**config.mk**
```make
export PLATFORM = sky130hd
export DESIGN_NAME = rsmp_merge_flat
export DESIGN_NICKNAME = d
export VERILOG_FILES = /design/src/hw/rtl/rsmp_pkg.sv /design/src/hw/rtl/rsmp_out_if.sv /design/src/hw/rtl/rsmp_merge.sv /design/src/flat_wrapper.sv
export SDC_FILE = /design/constraint.sdc
export NUM_CORES = 1
export LEC_CHECK = 0
export BUFFER_PORTS_ARGS = -buffer_cell sky130_fd_sc_hd__buf_2
export CAP_MARGIN = 25
export CORE_UTILIZATION = 30
export DETAILED_ROUTE_END_ITERATION = 6
export GPL_TIMING_DRIVEN = 0
export PLACE_DENSITY = 0.73
export SYNTH_ARGS = -nofsm -noshare
export SYNTH_HDL_FRONTEND = slang
export SYNTH_SLANG_ARGS = --single-unit
```
**constraint.sdc**
```tcl
create_clock -name clk -period 1 [get_ports clk]
set_input_delay 0.05 -clock clk [delete_from_list [all_inputs] [get_ports clk]]
set_output_delay 0.05 -clock clk [all_outputs]
set_load 0.03 [all_outputs]
```
**src/hw/rtl/rsmp_pkg.sv**
```systemverilog
`default_nettype none

package rsmp_pkg;

  // Audio samples are fixed 16-bit two's complement.
  localparam int SAMPLE_W = 16;
  localparam logic signed [SAMPLE_W-1:0] SAMPLE_MAX = 16'sh7fff;

  // Configuration register indexes.
  localparam int CFG_IDX_W = 2;
  localparam logic [CFG_IDX_W-1:0] REG_IN_RATE     = 2'd0;
  localparam logic [CFG_IDX_W-1:0] REG_OUT_RATE    = 2'd1;
  localparam logic [CFG_IDX_W-1:0] REG_FRAME_COUNT = 2'd2;

  // Where the samples of a result come from.
  typedef enum logic [1:0] {
    SRC_INTERP = 2'd0,
    SRC_PASS   = 2'd1,
    SRC_ERROR  = 2'd2
  } src_t;

  // Control handed to the merge/output stage with each result.
  typedef struct packed {
    src_t src;
    logic run_last;
    logic stream_end;
  } mrg_ctl_t;

endpackage

`default_nettype wire

```
**src/hw/rtl/rsmp_out_if.sv**
```systemverilog
`default_nettype none

interface rsmp_out_if import rsmp_pkg::*; ();
  logic                       valid;
  logic                       ready;
  logic signed [SAMPLE_W-1:0] left_out;
  logic signed [SAMPLE_W-1:0] right_out;
  logic                       run_last;
  logic                       stream_end;
  logic                       rate_error;

  modport source (output valid, output left_out, output right_out, output run_last,
                  output stream_end, output rate_error, input ready);
  modport sink   (input valid, input left_out, input right_out, input run_last,
                  input stream_end, input rate_error, output ready);
endinterface

`default_nettype wire

```
**src/hw/rtl/rsmp_merge.sv**
```systemverilog
`default_nettype none

// Joins the two lane results (or pass-through / error values) with the
// flags into the output register.
module rsmp_merge import rsmp_pkg::*; (
  input  logic                       clk,
  input  logic                       rst_n,
  input  logic                       load,
  input  mrg_ctl_t                   ctl,
  input  logic signed [SAMPLE_W-1:0] lane_l,
  input  logic signed [SAMPLE_W-1:0] lane_r,
  input  logic signed [SAMPLE_W-1:0] pass_l,
  input  logic signed [SAMPLE_W-1:0] pass_r,
  output logic                       free,
  rsmp_out_if.source                 out_ch
);

  logic                       valid_r, valid_nxt;
  logic signed [SAMPLE_W-1:0] left_r, left_nxt;
  logic signed [SAMPLE_W-1:0] right_r, right_nxt;
  logic                       run_last_r, run_last_nxt;
  logic                       end_r, end_nxt;
  logic                       err_r, err_nxt;

  always_comb begin
    valid_nxt    = valid_r;
    left_nxt     = left_r;
    right_nxt    = right_r;
    run_last_nxt = run_last_r;
    end_nxt      = end_r;
    err_nxt      = err_r;
    if (out_ch.ready) begin
      valid_nxt = 1'b0;
    end
    if (load) begin
      valid_nxt    = 1'b1;
      run_last_nxt = ctl.run_last;
      end_nxt      = ctl.stream_end;
      err_nxt      = (ctl.src == SRC_ERROR);
      unique case (ctl.src)
        SRC_INTERP: begin
          left_nxt  = lane_l;
          right_nxt = lane_r;
        end
        SRC_PASS: begin
          left_nxt  = pass_l;
          right_nxt = pass_r;
        end
        default: begin
          left_nxt  = '0;
          right_nxt = '0;
        end
      endcase
    end
  end

  always_ff @(posedge clk) begin
    if (!rst_n) begin
      valid_r <= 1'b0;
    end else begin
      valid_r <= valid_nxt;
    end
  end

  always_ff @(posedge clk) begin
    left_r     <= left_nxt;
    right_r    <= right_nxt;
    run_last_r <= run_last_nxt;
    end_r      <= end_nxt;
    err_r      <= err_nxt;
  end

  assign free              = !valid_r || out_ch.ready;
  assign out_ch.valid      = valid_r;
  assign out_ch.left_out   = left_r;
  assign out_ch.right_out  = right_r;
  assign out_ch.run_last   = run_last_r;
  assign out_ch.stream_end = end_r;
  assign out_ch.rate_error = err_r;

endmodule

`default_nettype wire

```
**src/flat_wrapper.sv**
```systemverilog
// flat-port wrapper written by rule: the top's interface ports become plain ports
module rsmp_merge_flat import rsmp_pkg::*;
  (clk, rst_n, load, ctl, lane_l, lane_r, pass_l, pass_r, free, out_ch_valid, out_ch_left_out, out_ch_right_out, out_ch_run_last, out_ch_stream_end, out_ch_rate_error, out_ch_ready);
  rsmp_out_if out_ch_i ();
  input  logic clk;
  input  logic rst_n;
  input  logic load;
  input  mrg_ctl_t ctl;
  input  logic signed [SAMPLE_W-1:0] lane_l;
  input  logic signed [SAMPLE_W-1:0] lane_r;
  input  logic signed [SAMPLE_W-1:0] pass_l;
  input  logic signed [SAMPLE_W-1:0] pass_r;
  output logic free;
  output wire logic [$bits(out_ch_i.valid)-1:0] out_ch_valid;
  output wire logic [$bits(out_ch_i.left_out)-1:0] out_ch_left_out;
  output wire logic [$bits(out_ch_i.right_out)-1:0] out_ch_right_out;
  output wire logic [$bits(out_ch_i.run_last)-1:0] out_ch_run_last;
  output wire logic [$bits(out_ch_i.stream_end)-1:0] out_ch_stream_end;
  output wire logic [$bits(out_ch_i.rate_error)-1:0] out_ch_rate_error;
  input wire logic [$bits(out_ch_i.ready)-1:0] out_ch_ready;
  assign out_ch_valid = out_ch_i.valid;
  assign out_ch_left_out = out_ch_i.left_out;
  assign out_ch_right_out = out_ch_i.right_out;
  assign out_ch_run_last = out_ch_i.run_last;
  assign out_ch_stream_end = out_ch_i.stream_end;
  assign out_ch_rate_error = out_ch_i.rate_error;
  assign out_ch_i.ready = out_ch_ready;
  rsmp_merge u_core (.clk(clk), .rst_n(rst_n), .load(load), .ctl(ctl), .lane_l(lane_l), .lane_r(lane_r), .pass_l(pass_l), .pass_r(pass_r), .free(free), .out_ch(out_ch_i));
endmodule
```
==> summary.txt <==
Synth
  – Yosys reg bits: 36
  – Sequential share of the synthesized area: approximately two thirds
  – Yosys cell types: 14
  – Post-Synthesis Cells: between 100 and 150
  – Warnings from Yosys: 0
  – Area share of the largest cell type after synthesis: roughly 65%
  – Net Count, Synth: approximately 180
  – Area contributors post-synth: edfxtp_1 (65%), mux2i_1 (20%), nor2_1 (6.9%)
  – Avg Synthesized Cell Area: ~15 sq um
  – Yosys top cell by area: edfxtp_1
  – Netlist Area Pre-Place: about 0.0016 sq mm

Flow run
  – Number of max-cap violations: 0

Power
  – Pwr/cell area: 1600 mW/mm^2
  – Peak VDD IR: between 0.7 and 0.8 mV
  – Leakage Power: approximately 1.1 nW

Clock network
  – Clock latency at the later pin of the worst-skew pair: around 0.28 ns
  – H-tree Lvls: 2
  – Sink Count: 36
  – # Post-CTS Setup Buffers: 0
  – TritonCTS clock tree: yes
  – Root buf cell: clkbuf_8
  – Cts bufs inserted: 5
  – Clock-pin slew on the worst setup and hold paths: 0.07 ns
  – Longest Clk Path Bufs: 2

Die
  – Starting Density: a little under a third
  – Die Y: about 76 um
  – Std cell rows: 26
  – I/O pins: ~110
  – Die span in x: 75.7 um
  – Die area: between 0.005 and 0.006 sq mm
  – Core area: about 0.0052 sq mm

Place
  – DP Worst Slack: -0.0778 ns
  – Post-DP HPWL: between 2000 and 3000 um
  – Port buffer count: roughly 110
  – Gpl congestion: 0.693

Setup path
  – Crit path buf inv count: 1
  – Setup crit end kind: output pin
  – Crit-path leading delay family: flip-flops
  – CP max stage cell: dfxtp_1
  – Max incr delay on CP: ~0.35 ns
  – WP data arrival: roughly 0.87 ns
  – Crit path cell chain: nand2b_2 > buf_2
  – Req. time, crit path: 0.95 ns
  – WS Path Type: flop to output pin
  – CP max FO: 2
  – Startpoint Class: flop

Routing
  – Post-route ant nets: 0
  – Via-to-Cell Ratio: between 4 and 5
  – DRT Pass-1 Iters: 2
  – Remaining DRCs: 0
  – Drt total wl: roughly 3400 um
  – Via count: 1258
  – Mean routed wirelength per cell: about 12 um
  – 1st-iter DRT viols: 20

Final layout
  – Antenna cells: 0
  – Leading cell types in the layout, fill and taps excluded: buf_2 (107), edfxtp_1 (35), mux2i_1 (32)
  – Layout Nets: 300
  – Most common cell after layout, fill and taps aside: buf_2
  – Ratio of cells with drive above 1 in the final layout: ~53%
  – Post-synthesis to final-layout area growth: 46.5%

Timing
  – Fin Clk Skew: 0 ns
  – Final WS setup: between 0.07 and 0.08 ns
  – Final setup fails: 0
  – Crit share post-route: 92.2%
  – Final Hold Fails: 0
  – Slew Limit Fails: 0
  – Minimum clock period: about 0.9 ns
  – Fmax: 1.08 GHz
  – Worst slew margin: between 40% and 50%
  – RSZ-0062 raised after global routing: false
  – Hold Slack: 0.0527 ns
  – Worst-margin pin slew: approximately 0.8 ns

Global route
  – All-Layer GR Usage: around 12%
  – First-pass GRT wire length: 5080 um
  – Via count of the first global-routing pass: around 1200
  – Largest net degree at the start of global routing: 37
  – Grt ovf: 0
  – Antenna violations before repair: 0

Status
  – Status: completed

Worst hold path
  – Hold Path Class: input port to flop
[worst min-delay path, delay by kind of cell]
kind / cells / cell delay, ns
buffers and inverters: 1 / 0.07
and+or+nand+nor: 1 / 0.10
AOI/OAI and AO/OA: 1 / 0.07
[power by group]
part | switching, mW | internal, mW | total, mW
combinational | 0.472 | 0.296 | 0.768
clock | 0.488 | 0.739 | 1.23
sequential | 0.0276 | 1.80 | 1.83
total | 0.987 | 2.83 | 3.82
[cells in the mapped netlist]
master    count
buf_6         1
buf_12        3
a21boi_0      1
mux2i_1      32
nor2b_1       1
nor2_1       30
edfxtp_1     35
clkbuf_1      2
nand2b_1      1
nor2_2        2
buf_2         1
inv_1         1
dfxtp_1       1
clkbuf_2      1
[per-layer routing]
layer / vias to the layer above / share of wire [%] / wire, um / global-route usage [%]
li1: 629 / - / - / -
met1: 556 / 38 / 1310 / 12.3
met2: 68 / 50 / 1740 / 22.1
met3: 5 / 9.9 / 340 / 6.22
met4: 0 / 1.4 / 49 / 4.94
met5: - / 0 / 0 / 0
[layout make-up]
| class | instances | area, sq um |
|---|---|---|
| Buffer | 8 | 88.8 |
| Clock buffer | 6 | 72.6 |
| Clock inverter | 2 | 35.0 |
| Fill cell | 495 | 2790 |
| Inverter | 1 | 3.75 |
| Multi-Input combinational cell | 67 | 468 |
| Sequential cell | 36 | 1070 |
| Tap cell | 70 | 87.6 |
| Timing Repair Buffer | 109 | 561 |
[metrics by stage]
stage               TNS (ns)  cell area (sq um)  utilization, %  total power [mW]  instances
CTS                        0               2380            46.0              3.89        298
global placement       -1.63               2250            43.5              2.62        288
global route               0               2390            46.2              4.02        299
finish                     0               2390            46.2              3.82        299
detailed placement     -2.70               2250            43.5              2.63        288
floorplan                  0               1630               -              2.33        112
[cell families after synthesis]
logic type             Yosys count  synth area share [%]
buffers and inverters            9                  5.68
and+or+nand+nor                 34                  8.45
muxes                           32                  19.7
DFF                             36                  65.7
AOI/OAI and AO/OA                1                 0.461
[sequential cells by signal (all words and copies together), names as in the netlist]
signal,cells
u_core.out_ch.left_out,16
u_core.out_ch.rate_error,1
u_core.out_ch.right_out,16
u_core.out_ch.run_last,1
u_core.out_ch.stream_end,1
u_core.out_ch.valid,1
[repair_timing]
action,CTS,global route
hold buffers,2,1
endpoints found under the hold margin,2,1
resized for setup,0,0
endpoints found under the setup margin,0,0
[worst paths after layout]
check,from,cells past startpoint,to,slack (ns)
setup / recovery,u_core.out_ch.valid,2,free,0.08
setup reg to reg,u_core.out_ch.valid,2,u_core.out_ch.valid,0.37
hold / removal,out_ch_ready,3,u_core.out_ch.valid,0.05
hold reg to reg,u_core.out_ch.valid,2,u_core.out_ch.valid,0.50
No activity file was read; power rests on OpenSTA's default activity.
