$ cat config.mk
export PLATFORM = sky130hd
export DESIGN_NAME = rsmp_lane
export DESIGN_NICKNAME = d
export VERILOG_FILES = /design/src/hw/rtl/rsmp_pkg.sv /design/src/hw/rtl/rsmp_div.sv /design/src/hw/rtl/rsmp_lane.sv
export SDC_FILE = /design/constraint.sdc
export NUM_CORES = 2
export LEC_CHECK = 0
export BUFFER_PORTS_ARGS = -buffer_cell sky130_fd_sc_hd__buf_2
export CORE_MARGIN = 8
export CORE_UTILIZATION = 30
export CTS_BUF_LIST = sky130_fd_sc_hd__clkbuf_4
export CTS_CLUSTER_DIAMETER = 60
export DETAILED_ROUTE_END_ITERATION = 6
export HOLD_SLACK_MARGIN = 0.02
export SETUP_SLACK_MARGIN = 0.2
export SYNTH_ARGS = -nofsm -noshare
export SYNTH_HDL_FRONTEND = slang
export SYNTH_HIERARCHICAL = 1
export SYNTH_SLANG_ARGS = --single-unit
$ cat constraint.sdc
create_clock -name clk -period 14.9 [get_ports clk]
set_input_delay 0.745 -clock clk [delete_from_list [all_inputs] [get_ports clk]]
set_output_delay 0.745 -clock clk [all_outputs]
set_load 0.02 [all_outputs]
$ cat src/hw/rtl/rsmp_pkg.sv
`default_nettype none

package rsmp_pkg;

  // Audio samples are fixed 16-bit two's complement.
  localparam int SAMPLE_W = 16;
  localparam logic signed [SAMPLE_W-1:0] SAMPLE_MAX = 16'sh7fff;

  // Configuration register indexes.
  localparam int CFG_IDX_W = 2;
  localparam logic [CFG_IDX_W-1:0] REG_IN_RATE     = 2'd0;
  localparam logic [CFG_IDX_W-1:0] REG_OUT_RATE    = 2'd1;
  localparam logic [CFG_IDX_W-1:0] REG_FRAME_COUNT = 2'd2;

  // Where the samples of a result come from.
  typedef enum logic [1:0] {
    SRC_INTERP = 2'd0,
    SRC_PASS   = 2'd1,
    SRC_ERROR  = 2'd2
  } src_t;

  // Control handed to the merge/output stage with each result.
  typedef struct packed {
    src_t src;
    logic run_last;
    logic stream_end;
  } mrg_ctl_t;

endpackage

`default_nettype wire

$ cat src/hw/rtl/rsmp_div.sv
`default_nettype none

// Restoring divider, one quotient bit per cycle.
// Caller guarantees num < den * 2**QW and holds den stable while busy.
module rsmp_div #(
  parameter int NW = 24,
  parameter int DW = 16,
  parameter int QW = 16
) (
  input  logic          clk,
  input  logic          rst_n,
  input  logic          start,
  input  logic [NW-1:0] num,
  input  logic [DW-1:0] den,
  output logic          busy,
  output logic [QW-1:0] quo,
  output logic [DW-1:0] rem
);

  localparam int CW = $clog2(QW + 1);

  logic [CW-1:0]    cnt_r, cnt_nxt;
  logic [DW-1:0]    rem_r, rem_nxt;
  logic [QW-1:0]    quo_r, quo_nxt;
  logic [NW+DW-1:0] num_ext;
  logic [DW:0]      trial;
  logic [DW:0]      diff;
  logic             ge;

  assign num_ext = {{DW{1'b0}}, num};
  assign trial   = {rem_r, quo_r[QW-1]};
  assign diff    = trial - {1'b0, den};
  assign ge      = (trial >= {1'b0, den});

  always_comb begin
    cnt_nxt = cnt_r;
    rem_nxt = rem_r;
    quo_nxt = quo_r;
    if (start) begin
      cnt_nxt = CW'(QW);
      rem_nxt = num_ext[QW +: DW];
      quo_nxt = num[QW-1:0];
    end else if (cnt_r != '0) begin
      cnt_nxt = cnt_r - 1'b1;
      rem_nxt = ge ? diff[DW-1:0] : trial[DW-1:0];
      quo_nxt = {quo_r[QW-2:0], ge};
    end
  end

  always_ff @(posedge clk) begin
    if (!rst_n) begin
      cnt_r <= '0;
    end else begin
      cnt_r <= cnt_nxt;
    end
  end

  always_ff @(posedge clk) begin
    rem_r <= rem_nxt;
    quo_r <= quo_nxt;
  end

  assign busy = (cnt_r != '0);
  assign quo  = quo_r;
  assign rem  = rem_r;

endmodule

`default_nettype wire

$ cat src/hw/rtl/rsmp_lane.sv
`default_nettype none

// One channel: (a*(den-rem) + b*rem) / den, rounded half away from zero,
// clamped to int16. Products, then |num| and 2|num|+den, then divide.
module rsmp_lane import rsmp_pkg::*; #(
  parameter int RB = 20
) (
  input  logic                       clk,
  input  logic                       rst_n,
  input  logic                       start,
  input  logic signed [SAMPLE_W-1:0] a,
  input  logic signed [SAMPLE_W-1:0] b,
  input  logic [RB-1:0]              rem,
  input  logic [RB-1:0]              den,
  output logic                       busy,
  output logic signed [SAMPLE_W-1:0] res
);

  // |num| <= 2**15 * den, so 2|num| + den fits PW bits unsigned
  localparam int PW = RB + SAMPLE_W + 1;

  logic                 st1_r, st2_r;
  logic [RB-1:0]        wa;
  logic signed [RB:0]   wa_s;
  logic signed [RB:0]   rem_s;
  logic signed [PW-1:0] pa_nxt, pb_nxt, pa_r, pb_r;
  logic signed [PW-1:0] sum;
  logic                 neg;
  logic [PW-1:0]        mag;
  logic [PW-1:0]        dvd, dvd_r;
  logic                 neg_r;
  logic                 div_busy;
  logic [SAMPLE_W-1:0]  q;
  logic [SAMPLE_W-1:0]  qn;

  assign wa     = den - rem;
  assign wa_s   = {1'b0, wa};
  assign rem_s  = {1'b0, rem};
  assign pa_nxt = PW'(a) * PW'(wa_s);
  assign pb_nxt = PW'(b) * PW'(rem_s);

  assign sum = pa_r + pb_r;
  assign neg = sum[PW-1];
  assign mag = neg ? PW'(-sum) : PW'(sum);
  assign dvd = {mag[PW-2:0], 1'b0} + PW'(den);

  always_ff @(posedge clk) begin
    if (!rst_n) begin
      st1_r <= 1'b0;
      st2_r <= 1'b0;
    end else begin
      st1_r <= start;
      st2_r <= st1_r;
    end
  end

  always_ff @(posedge clk) begin
    if (start) begin
      pa_r <= pa_nxt;
      pb_r <= pb_nxt;
    end
    if (st1_r) begin
      dvd_r <= dvd;
      neg_r <= neg;
    end
  end

  rsmp_div #(
    .NW (PW),
    .DW (RB + 1),
    .QW (SAMPLE_W)
  ) u_div (
    .clk   (clk),
    .rst_n (rst_n),
    .start (st2_r),
    .num   (dvd_r),
    .den   ({den, 1'b0}),
    .busy  (div_busy),
    .quo   (q),
    .rem   ()
  );

  // q <= 32768; only the positive side can overflow
  assign qn   = (~q) + 1'b1;
  assign res  = neg_r ? signed'(qn) : (q[SAMPLE_W-1] ? SAMPLE_MAX : signed'(q));
  assign busy = st1_r | st2_r | div_busy;

endmodule

`default_nettype wire

==> flow_metrics.py <==
metrics = {
    "clocking": {
        "cts.sinks": 156,
        "max-clock-path-buffers": 2,
        "clk_pin_slew_worst_paths_ps": 140,
        "htreeDepth": 4,
        "cts_setup_buffers": 0,
        "cts_made_buffers": 17,
        "cts_root_buf": "clkbuf_4",
        "cts_resized": 0,
        "holdBufCountCts": 0,
        "clkLatencyLatePin_ps": 670,
        "cts_tree": "done",
    },
    "logic_synthesis": {
        "synth_top_area_share_pct": 29.9,
        "yosysSeqAreaShare_pct": 13.7,
        "yosysMostFrequentCell": "inv_1",
        "ys_ff_latch": 156,
        "synthArstFlopShare_pct": 0,
        "ys_warn_count": 6,
        "syn_avg_cell_area_um2": 8.95,
        "yosysTopAreaCell": "fa_1",
        "synthTopCellsByArea": "fa_1 (30%), ha_1 (13%), edfxtp_1 (13%)",
        "syn_area_um2": 33700,
        "synth_common_cells": "inv_1 (686), fa_1 (504), nand2_1 (468)",
        "synth-edff-count": 149,
        "synthesis.nets": 4707,
        "yosys.cell_types.count": 99,
        "syn_inst": 3769,
        "synth_flop_cell": "edfxtp_1",
    },
    "setup_path": {
        "critPathLaunchType": "input pin",
        "crit_family": "compound AO/OA/AOI/OAI gates",
        "end_kind": "register",
        "path_buf_inv": 6,
        "required_ps": 15310,
        "ff2ff_setup_slack_ps": 7030,
        "crit_top_cell": "fa_1",
        "crit_arrival_ps": 10390,
        "cp_slowest_cell": "fa_1",
        "slowest_delay_ps": 540,
        "crit_type": "in2reg",
        "crit_fanout": 17,
    },
    "global_routing": {
        "grt_max_degree": 75,
        "grt_antenna_before_repair": 6,
        "grt_pass1_wl_mm": 146,
        "grt_usage_pct": 14.8,
        "grt_pass1_vias": 26432,
        "grt-ovfl-total": 0,
    },
    "cells_and_area": {
        "drive_gt1_share_pct": 5.97,
        "area_growth_pct": 6.68,
        "layout.nets": 4696,
        "fillers": 11856,
    },
    "timing": {
        "fin_crit_ps": 9990,
        "slew_viol_final": 0,
        "setup_tns_ps": 0,
        "fin_skew_ps": 30.7,
        "hold_violations": 0,
        "setup_viol": 0,
        "fmax_mhz": 100,
        "fin_crit_sh_pct": 67.0,
        "tightest_slew_ps": 968,
        "maxSlewHeadroom_pct": 35.4,
        "rsz0062_at_grt": "no",
    },
    "floorplanning": {
        "pin_count": 92,
        "die_w_um": 351,
        "coreArea_um2": 112000,
        "rows": 123,
        "die-area_um2": 123000,
        "start_util_pct": 30.1,
        "die_h_um": 351,
    },
    "placement": {
        "numPortBuffers": 91,
        "place.gp.congestion": 0.885,
        "post-dp-hpwl_mm": 72.9,
    },
    "detailed_routing": {
        "ant_nets": 0,
        "via_per_inst": 4.87,
        "drtIter0Drc": 1330,
        "vias": 25729,
        "drcViolationCount": 2,
        "wl_mm": 90.6,
        "drt_pass1_iterations": 7,
        "wl_per_cell_um": 17.2,
    },
    "status": {
        "outcome": "finished with violations",
        "violations": "design-rule violations",
    },
    "min_path": {
        "min_path_type": "in2reg",
    },
    "flow_run": {
        "cap_violations": 0,
    },
}
==> worst paths after layout <==
kind / startpoint / endpoint / cells after the start
worst min register to register: u_div/cnt_r[1] / u_div/cnt_r[1] / 2
worst min-delay path: start / pa_r[18] / 1
worst max-delay path: rem[0] / pa_r[35] / 39
worst max register to register: pb_r[0] / dvd_r[36] / 27
==> final cells by class <==
type | count | area [um2] | area share (%)
Sequential cell | 156 | 4620 | 12.8
Clock buffer | 17 | 128 | 0.355
Antenna cell | 7 | 17.5 | 0.0487
Clock inverter | 15 | 178 | 0.494
Multi-Input combinational cell | 2782 | 26000 | 72.1
Inverter | 686 | 2570 | 7.15
Timing Repair Buffer | 115 | 638 | 1.77
Tap cell | 1500 | 1880 | 5.21
==> layout by cell type, fill, tap and decap left out, types with 20 or more instances in the layout <==
master / count
and2_1: 254
buf_2: 90
nand2b_1: 33
or3_1: 21
buf_4: 25
nand2_1: 468
inv_1: 686
nor3_1: 43
o21bai_1: 20
xor2_1: 47
fa_1: 504
o21ai_0: 87
and3_1: 41
a21oi_1: 147
edfxtp_1: 149
a21o_1: 58
xnor2_1: 129
nor2b_1: 48
nor2_1: 158
a31oi_1: 40
ha_1: 359
nand3_1: 33
o21a_1: 23
==> through the flow <==
step                      std cells  hold WS (ps)  utilization, %  worst slack [ps]  instance area (um2)
after floorplan                3769           484               -              5320                33700
after global placement         5239           501            31.8              4390                35700
after detailed placement       5239           517            31.8              4290                35700
after CTS                      5271           281            32.1              5010                36000
after global routing           5276           282            32.1              4110                36000
final                          5278           363            32.1              4910                36000
==> sequential cells by signal (all words and copies together) (netlist names) <==
name and cells:
u_div/cnt_r 5, dvd_r 37, neg_r 1, pb_r 37, pa_r 37, u_div/rem 21
u_div/quo 16, st1_r 1, st2_r 1
==> worst register-to-register path, stage by stage, from the launching register on <==
cell and delay (ps):
edfxtp_1 510, ha_1 280, fa_1 500, a211oi_2 280, o21ai_2 160, a31oi_4 220
a211o_1 280, a21o_1 320, o21ai_1 180, mux2i_1 140, nand2_1 60, buf_4 370
inv_1 420, o21ai_0 460, ha_1 310, a21o_1 180, a21o_1 200, a311oi_1 410
a211oi_1 200, a211o_1 300, a21oi_1 190, o21ai_0 170, a211o_1 330, a221o_1 340
o21ai_1 340, a211o_1 190, nor4_2 50, xnor2_1 260
==> logic make-up after synthesis <==
logic type / Yosys count / share of synthesized area (%)
fa+ha+maj: 863 / 43.2
flops: 156 / 13.7
mux: 24 / 0.775
compound gates: 543 / 11.0
buf+inv: 831 / 9.39
other cells: 1 / 0.0111
simple gates: 1171 / 17.2
xor+xnor: 180 / 4.76
==> routing by layer <==
| layer | vias to the layer above | track usage [%] | share of wire (%) |
|---|---|---|---|
| met5 | - | 0 | 0.014 |
| met4 | 2 | 3.94 | 2.5 |
| met3 | 111 | 1.60 | 4.7 |
| met2 | 648 | 26.1 | 49 |
| met1 | 12870 | 19.1 | 43 |
| li1 | 12098 | - | - |
Power is left out: the tool's default activity adds up to more than one toggle a clock period on the data nets, which glitch-free logic cannot reach.
