===== config.mk =====
export PLATFORM = sky130hd
export DESIGN_NAME = rsmp_div
export DESIGN_NICKNAME = d
export VERILOG_FILES = /design/src/hw/rtl/rsmp_div.sv
export SDC_FILE = /design/constraint.sdc
export NUM_CORES = 1
export LEC_CHECK = 0
export ABC_AREA = 1
export BUFFER_PORTS_ARGS = -buffer_cell sky130_fd_sc_hd__buf_2
export CORE_MARGIN = 5
export CORE_UTILIZATION = 59
export CTS_BUF_LIST = sky130_fd_sc_hd__clkbuf_8
export DETAILED_ROUTE_END_ITERATION = 8
export PLACE_DENSITY_LB_ADDON = 0.1
export SLEW_MARGIN = 0
export SYNTH_ARGS = -nofsm -noshare
export SYNTH_HDL_FRONTEND = slang
export SYNTH_SLANG_ARGS = --single-unit

===== constraint.sdc =====
create_clock -name clk -period 4.57 [get_ports clk]
set_input_delay 1.1425 -clock clk [delete_from_list [all_inputs] [get_ports clk]]
set_output_delay 1.1425 -clock clk [all_outputs]
set_load 0.02 [all_outputs]

===== src/hw/rtl/rsmp_div.sv =====
`default_nettype none

// Restoring divider, one quotient bit per cycle.
// Caller guarantees num < den * 2**QW and holds den stable while busy.
module rsmp_div #(
  parameter int NW = 24,
  parameter int DW = 16,
  parameter int QW = 16
) (
  input  logic          clk,
  input  logic          rst_n,
  input  logic          start,
  input  logic [NW-1:0] num,
  input  logic [DW-1:0] den,
  output logic          busy,
  output logic [QW-1:0] quo,
  output logic [DW-1:0] rem
);

  localparam int CW = $clog2(QW + 1);

  logic [CW-1:0]    cnt_r, cnt_nxt;
  logic [DW-1:0]    rem_r, rem_nxt;
  logic [QW-1:0]    quo_r, quo_nxt;
  logic [NW+DW-1:0] num_ext;
  logic [DW:0]      trial;
  logic [DW:0]      diff;
  logic             ge;

  assign num_ext = {{DW{1'b0}}, num};
  assign trial   = {rem_r, quo_r[QW-1]};
  assign diff    = trial - {1'b0, den};
  assign ge      = (trial >= {1'b0, den});

  always_comb begin
    cnt_nxt = cnt_r;
    rem_nxt = rem_r;
    quo_nxt = quo_r;
    if (start) begin
      cnt_nxt = CW'(QW);
      rem_nxt = num_ext[QW +: DW];
      quo_nxt = num[QW-1:0];
    end else if (cnt_r != '0) begin
      cnt_nxt = cnt_r - 1'b1;
      rem_nxt = ge ? diff[DW-1:0] : trial[DW-1:0];
      quo_nxt = {quo_r[QW-2:0], ge};
    end
  end

  always_ff @(posedge clk) begin
    if (!rst_n) begin
      cnt_r <= '0;
    end else begin
      cnt_r <= cnt_nxt;
    end
  end

  always_ff @(posedge clk) begin
    rem_r <= rem_nxt;
    quo_r <= quo_nxt;
  end

  assign busy = (cnt_r != '0);
  assign quo  = quo_r;
  assign rem  = rem_r;

endmodule

`default_nettype wire


==> out/results.txt, run 1 <==
The tools report the maximum clock frequency as 360.4 MHz. Entering global routing, the biggest net connects 28 pins. Routability-driven placement finished with a final weighted congestion of 0.9470. The final wirelength was 7.227 mm. The post-CTS resize count is 0, and the number of nets produced by synthesis is 486. Power spread over the standard cell area amounts to 539.9 nW/µm². STA classifies the critical path endpoint as a flip-flop. In the final timing run, aggregate negative setup slack is 0 ns. The met1 layer usage reported by global route is 0.3114. The floorplan step defined a core boundary enclosing 4755 µm².

The number of hold violations in the final report was 0; the first-pass iteration count of the detailed router was 4. The total CTS buffers is 5, and the data arrival time at the worst-slack endpoint is 2.82 ns. The run gives 0.01002 ns as the final setup skew.

In this run, post-CTS hold repair placed 0 buffers. For the met2 capacity usage during global routing, the log shows 0.4214. Synthesis inferred 37 register bits.

Startpoint-to-endpoint class of the critical path: in2reg. sky130_fd_sc_hd__edfxtp_1 takes more of the synthesized area than any other cell. The startpoint identified for the worst hold timing path is cnt_r[0]$_SDFFE_PP0P_. The overall routing resource usage is 0.2454. After routing the design area is 3433 µm². The number of top-level pins was 76; the register-to-register setup slack was 2.14 ns.

Row generation in the floorplan step produced 25 rows. The via count normalized by instance count is 5.092. Setup repair after global routing left no endpoint under its margin.

The static leakage power came out at 1.941 nW. By area the synthesized netlist is led by sky130_fd_sc_hd__edfxtp_1, sky130_fd_sc_hd__nand2_1, sky130_fd_sc_hd__dfxtp_1, sky130_fd_sc_hd__inv_1, sky130_fd_sc_hd__ha_1. For the pin with the worst max-slew slack, the measured transition is 0.9116 ns. During synthesis, Yosys emitted a total of 0 warnings.

The wire length per cell after detailed routing is 12.77 µm. The starting density of the core came out at 0.6103. The tool flagged a number of max-cap violations equal to 0.

For the clock net sink count, the log shows 37. The worst register-to-register path ends at rem[7]$_DFFE_PP_. The tools report the final-report max-slew violation count as 0.

The depth of the most critical reg-to-reg path was 5; the horizontal die dimension was 80.13 µm. In the synthesized netlist, the number of instances is 424. The share of the synthesized area in the top cell type was 0.2484. The clock passes through at most 2 buffers.

The layer flagged by global routing as most heavily used is met2. For the headroom to the max-slew limit, the log shows 0.3916. For the worst-skew pair, the clock arrives at the later sink with an insertion delay of 0.29 ns. In the routed design, unresolved DRC markers number 0. The run finished with clean final reports.

The mean instance size in the synthesized netlist came out at 6.843 µm². Relative to the synthesized area, the layout overhead comes to 18.33%. The number of global-route vias before repair was 2852. IR analysis of the VDD net gives a maximum drop of 0.0003179 V. The run gives 0.3381 as the share of synthesized area occupied by flip-flops and latches. The y dimension of the die is 80.13 µm, and the half-perimeter wire length of the detailed placement result is 5.683 mm. The critical path required time was 4.62 ns. The share of final-layout standard cells stronger than drive strength 1 was 0.2044; the largest driver fanout on the critical path was 18. Subtracting the final worst setup slack from the clock period gives 2.775 ns.

Worst min-delay path endpoint: cnt_r[0]$_SDFFE_PP0P_. Setup violations remaining at the end of the flow were counted as 0. Distinct cell type count after synthesis: 37. The final layout contains 560 nets. The library cell used as clock root buffer is sky130_fd_sc_hd__clkbuf_8.

Summing every instance area after synthesis gives 2902 µm². Number of flops mapped to enable cells by yosys: 24. Die area: 6420 µm². For this run, the leading register cell type out of synthesis is sky130_fd_sc_hd__edfxtp_1. The run gives 12.56 mm as the wire length of the first global-routing pass.

The fraction of registers with async set/reset works out to 0. The logs give 0 for the number of diodes and 0 for the remaining global-route overflow. Input and output buffers added on the ports amount to 75. The count of antenna-violating nets left after detailed routing is 0.

The fraction of the cycle the final worst path needs was 0.6072; the initial detailed-routing violation count was 169. The launch point of the worst reg-to-reg path is cnt_r[0]$_SDFFE_PP0P_. The initial antenna violation count is 0. After detailed placement, the total cell area comes to 3318 µm². For the count of vias placed by the detailed router, the log shows 2882. The number of setup buffers added after CTS is 0. The cell depth of the worst hold path was 1; the deepest level of the CTS H-tree was 2. The clock transition at the register clock pins on the worst setup and hold paths after CTS came out at 0.08 ns. The worst setup path is launched from an input port. The met3 global-route usage is 0.04933. TritonCTS built the clock tree. The path class of the lowest-slack min-delay path is reg2reg.
==> where the power goes <==
part	leakage (nW)	total, W	switching [W]	internal, W
clock network	0.0543	0.000289	0.000126	0.000163
logic	1.53	0.00103	0.000663	0.000370
registers	0.359	0.000532	0.0000675	0.000464
==> worst max-delay path by stage <==
| stage | from | to | cells after the start |
|---|---|---|---|
| floorplan | den[11] | rem[1]$_DFFE_PP_ | 13 |
| detailed placement | den[7] | rem[0]$_DFFE_PP_ | 12 |
| global placement | den[7] | rem[7]$_DFFE_PP_ | 12 |
| finish | den[8] | rem[0]$_DFFE_PP_ | 12 |
| global route | den[9] | rem[3]$_DFFE_PP_ | 11 |
| CTS | den[8] | rem[5]$_DFFE_PP_ | 12 |
==> synthesized netlist by cell type (2+ instances only) <==
cell type	number
sky130_fd_sc_hd__a21oi_1	9
sky130_fd_sc_hd__or2_2	2
sky130_fd_sc_hd__and2_1	2
sky130_fd_sc_hd__edfxtp_1	24
sky130_fd_sc_hd__xnor2_1	5
sky130_fd_sc_hd__nand4_1	7
sky130_fd_sc_hd__ha_1	18
sky130_fd_sc_hd__dfxtp_1	13
sky130_fd_sc_hd__nand2_4	2
sky130_fd_sc_hd__nand2_1	166
sky130_fd_sc_hd__nand2_2	5
sky130_fd_sc_hd__clkinv_1	2
sky130_fd_sc_hd__clkbuf_1	5
sky130_fd_sc_hd__nand3_2	2
sky130_fd_sc_hd__nand3b_1	12
sky130_fd_sc_hd__a31oi_1	3
sky130_fd_sc_hd__inv_1	65
sky130_fd_sc_hd__nor2_1	15
sky130_fd_sc_hd__nand3_1	42
sky130_fd_sc_hd__inv_2	2
sky130_fd_sc_hd__o21ai_0	3
sky130_fd_sc_hd__xor2_1	2
sky130_fd_sc_hd__nor3_1	2
sky130_fd_sc_hd__nor2_2	3
==> cells by family (layout without fill, tap and decap cells) <==
kind of cell	count (synthesis)	in the layout	share of synthesized area
AND/OR/NAND/NOR	265	265	0.4144
buffers and inverters	77	152	0.1039
flip-flops	37	37	0.3381
adder cells (fa/ha/maj)	19	19	0.08452
AO/OA/AOI/OAI	19	19	0.03795
XOR/XNOR	7	7	0.02113
==> registers in the layout, indices dropped and copies added (netlist names) <==
signal,cells
cnt_r,5
quo,16
rem,16
==> routing by layer <==
layer,share of wire,vias to the layer above
met5,0,-
met4,0.014,0
li1,-,1495
met3,0.060,10
met1,0.43,1292
met2,0.49,85
==> cell usage in the layout (no fill, tap or decap), types with 7 or more instances in the layout <==
cell,netlist,layout
sky130_fd_sc_hd__a21oi_1,9,9
sky130_fd_sc_hd__buf_2,1,75
sky130_fd_sc_hd__dfxtp_1,13,13
sky130_fd_sc_hd__edfxtp_1,24,24
sky130_fd_sc_hd__ha_1,18,18
sky130_fd_sc_hd__inv_1,65,65
sky130_fd_sc_hd__nand2_1,166,166
sky130_fd_sc_hd__nand3_1,42,42
sky130_fd_sc_hd__nand3b_1,12,12
sky130_fd_sc_hd__nand4_1,7,7
sky130_fd_sc_hd__nor2_1,15,15
==> worst max-delay path: stages <==
cell and delay (ns):
sky130_fd_sc_hd__buf_2 0.07, sky130_fd_sc_hd__inv_1 0.04, sky130_fd_sc_hd__ha_1 0.38, sky130_fd_sc_hd__nand2_2 0.12
sky130_fd_sc_hd__nor2_2 0.17, sky130_fd_sc_hd__nand3_1 0.15, sky130_fd_sc_hd__nand3_2 0.14, sky130_fd_sc_hd__nand2_4 0.15
sky130_fd_sc_hd__nand2_4 0.21, sky130_fd_sc_hd__nand2_1 0.09, sky130_fd_sc_hd__nand3_1 0.08, sky130_fd_sc_hd__nand2_1 0.08
==> through the flow <==
stage / worst slack, ns / std cells / power [W] / utilization / hold WS, ns
finish: 1.795 / 566 / 0.001854 / 0.7221 / 0.4541
global placement: 1.537 / 558 / 0.001546 / 0.6979 / 0.4338
global route: 1.674 / 566 / 0.002014 / 0.7221 / 0.4929
floorplan: 1.857 / 424 / 0.001313 / - / 0.4217
detailed placement: 1.539 / 558 / 0.001555 / 0.6979 / 0.4451
CTS: 1.815 / 566 / 0.001857 / 0.7221 / 0.4583
==> final cells by class <==
| type | instances | area, µm² |
|---|---|---|
| timing repair buffer | 75 | 375.4 |
| tap | 67 | 83.83 |
| fill | 435 | 1321 |
| multi-input combinational | 310 | 1619 |
| inverter | 69 | 259.0 |
| clock buffer | 5 | 68.82 |
| sequential | 37 | 980.9 |
| clock inverter | 3 | 46.29 |
(Power assumes the default switching activity.)
==> inputs of run 2 (changes only) <==
Settings changed: CORE_UTILIZATION 59 to 55.
Clock period 4.57 ns to 2.8 ns, I/O delays scaled along.
==> run 2 against run 1 <==
Net effect: non-clock buffer count increased by 3; total power increased by 59%; die area increased by 6.4%; worst hold slack got worse by 0.0019 ns; sequential share of layout area increased by 0.052 points; clock power increased by 29%; via count increased by 0.59%; design area decreased by 0.18%; first-iteration DRC count increased by 28%; register-to-register slack got worse by 1.6 ns; critical path depth increased by 2; core utilization decreased by 5.1 points; largest cell class unchanged; highest routed layer unchanged.
==> out/results.txt, run 2 (same netlist as run 1, synthesis figures left out) <==
Setup repair after global routing left no endpoint under its margin. The number of hold violations in the final report was 0 (unchanged). TritonCTS built the clock tree. The tree is rooted in a sky130_fd_sc_hd__clkbuf_8. The post-CTS resize count is 0 (unchanged), and the clock transition at the register clock pins on the worst setup and hold paths after CTS is 0.08 ns (about the same). The initial detailed-routing violation count was 216 (+28%); the number of top-level pins was 76 (unchanged).

The run gives 5 (unchanged) as the total CTS buffers. The die area was 6828 µm² (+6.4%); the final-stage net count was 563 (+0.54%). The run gives 2.44 ns (-0.38 ns) as the data arrival time at the worst-slack endpoint.

The worst register-to-register path ends at rem[6]$_DFFE_PP_. For the first-pass iteration count of the detailed router, the log shows 6 (+2). The y dimension of the die came out at 82.63 µm (+3.1%). The final RePlAce weighted congestion is 0.9864 (+4.2%).

The tools report the headroom to the max-slew limit as 0.4668 (+0.07519). The final-report max-slew violation count came out at 0 (unchanged). The tools report the initial antenna violation count as 0 (unchanged).

The path with the worst hold slack has its endpoint at cnt_r[0]$_SDFFE_PP0P_. The clock net sink count was 37 (unchanged); the overall power was 0.002950 W (+59%). For the wire length of the first global-routing pass, the log shows 12.24 mm (-2.6%). The final wirelength is 7.499 mm (+3.8%), and the largest driver fanout on the critical path is 18 (unchanged). Starting density of the core: 0.5681 (-0.04216). The count of vias placed by the detailed router is 2899 (+0.59%), and the fraction of the cycle the final worst path needs is 0.8112. The transition time of the tightest slew-check pin is 0.7961 ns (-0.1155 ns), and the final non-filler cell total is 572 (+1.1%).

The run gives 1619 µm² (unchanged) as the area of the multi-input gates. The post-cts hold buffer count came out at 0 (unchanged). The startpoint of the most critical hold path was cnt_r[0]$_SDFFE_PP0P_. Leaving out fill and tap cells, the most frequent cell in the layout is sky130_fd_sc_hd__nand2_1. The tools report the final setup skew as 0.007475 ns (-0.002548 ns). The number of buffers added for setup after CTS is 0 (unchanged).

The placeable core area was 5107 µm² (+7.4%); the depth of the most critical reg-to-reg path was 12 (+7). The number of global-route vias before repair was 2751 (-3.5%); the remaining global-route overflow was 0 (unchanged). The critical path required time was 2.96 ns (-1.66 ns). The horizontal die dimension was 82.63 µm (+3.1%); the via count normalized by instance count was 5.068 (-0.47%). For the register-to-register setup slack, the log shows 0.57 ns (-1.57 ns). The wire length per cell after detailed routing was 13.11 µm (+2.7%); the placement row count was 26 (+4.0%). The tools report the post-layout utilization of the core as 0.6710 (-0.05111). The final critical path time including I/O delays and setup was 2.271 ns; the maximum clock frequency was 440.3 MHz. The share of final-layout standard cells stronger than drive strength 1 was 0.2052 (+0.0007705). Leaving out fill and tap cells, the most frequent cells in the layout are sky130_fd_sc_hd__nand2_1, sky130_fd_sc_hd__buf_2, sky130_fd_sc_hd__inv_1. The run gives 0.29 ns (about the same) as the later-pin clock latency in the skew report. The tools report the nature of the critical path endpoint as a flip-flop. For the setup slack at placement, the log shows 0.2714 ns (-1.267 ns). The run finished with clean final reports. STA classifies the critical path startpoint as an input port. The run gives 0.0004631 V (+46%) as the worst-case vdd ir drop. The number of filler cells placed in the layout came out at 515 (+18%).

For the deepest level of the CTS H-tree, the log shows 2 (unchanged). The tools report the number of diodes as 0 (unchanged). The tightest min-delay check is of the reg2reg type. The tools report the final-report setup violation count as 0 (unchanged). The total negative slack for setup checks is 0 ns (unchanged), and the max-cap violation count is 0 (unchanged). The power density of the placed cells was 860.9 nW/µm² (+59%); the number of cells in the design after placement was 564 (+1.1%). The tools report the worst path setup slack after routing as 0.5286 ns (-1.266 ns). The startpoint-to-endpoint class of the critical path is in2reg.

The static leakage power was 1.948 nW (+0.33%). The total DRC errors in the routed layout came out at 0 (unchanged). For the overall routing resource usage, the log shows 0.2350 (-0.01039). The pin count of the biggest net entering global routing came out at 28 (unchanged). The number of buffers inserted by port buffering works out to 75 (unchanged). Launch point of the worst reg-to-reg path: quo[15]$_DFFE_PP_. The cell depth of the worst hold path is 1 (unchanged), and the count of antenna-violating nets left after detailed routing is 0 (unchanged). The footprint of the flip-flops and latches came out at 980.9 µm² (unchanged). The half-perimeter wire length of the detailed placement result was 5.876 mm (+3.4%); the deepest clock path buffer count was 2 (unchanged).

The area added between synthesis and finish was 18.11%.
==> run 2: per-layer routing <==
metal / track usage / part of all wire / vias to the layer above
met5: 0 / 0 / -
met2: 0.3918 / 0.48 / 91
li1: - / - / 1496
met3: 0.04772 / 0.062 / 13
met4: 0.06209 / 0.017 / 0
met1: 0.3101 / 0.44 / 1299
==> run 2: how the worst max path moves through the flow <==
stage	from	end	depth (start not counted)
after floorplan	den[11]	rem[1]$_DFFE_PP_	13
after global placement	den[0]	rem[6]$_DFFE_PP_	12
after detailed placement	den[3]	rem[4]$_DFFE_PP_	12
after CTS	quo[15]$_DFFE_PP_	rem[6]$_DFFE_PP_	12
after global routing	quo[15]$_DFFE_PP_	rem[6]$_DFFE_PP_	12
final	den[10]	rem[4]$_DFFE_PP_	14
==> run 2: worst max-delay path: stages <==
cell	delay, ns
sky130_fd_sc_hd__buf_2	0.08
sky130_fd_sc_hd__inv_1	0.04
sky130_fd_sc_hd__ha_1	0.36
sky130_fd_sc_hd__nand2_1	0.14
sky130_fd_sc_hd__nand2_1	0.06
sky130_fd_sc_hd__nand2_1	0.06
sky130_fd_sc_hd__nand2_1	0.07
sky130_fd_sc_hd__nand2_1	0.09
sky130_fd_sc_hd__nand2_2	0.09
sky130_fd_sc_hd__nor2_8	0.28
sky130_fd_sc_hd__nand2_4	0.19
sky130_fd_sc_hd__nand2_1	0.10
sky130_fd_sc_hd__nand3_1	0.09
sky130_fd_sc_hd__nand2_1	0.08
==> run 2: where the power goes <==
group	leakage, nW	switching, W	total [W]	internal, W
logic	1.54	0.00110	0.00171	0.000608
clock network	0.0473	0.000202	0.000372	0.000170
registers	0.359	0.000110	0.000867	0.000757
==> run 2: metrics by stage <==
stage,cell area [µm²],hold slack [ns]
finish,3427,0.4523
detailed placement,3344,0.4406
global route,3427,0.4811
floorplan,2902,0.4217
CTS,3427,0.4516
global placement,3344,0.4333
==> run 2: cell type report <==
| class | instances | area share |
|---|---|---|
| tap | 70 | 0.02556 |
| sequential | 37 | 0.2862 |
| inverter | 69 | 0.07557 |
| clock buffer | 5 | 0.02008 |
| clock inverter | 3 | 0.004016 |
| multi-input combinational | 310 | 0.4724 |
| timing repair buffer | 78 | 0.1161 |
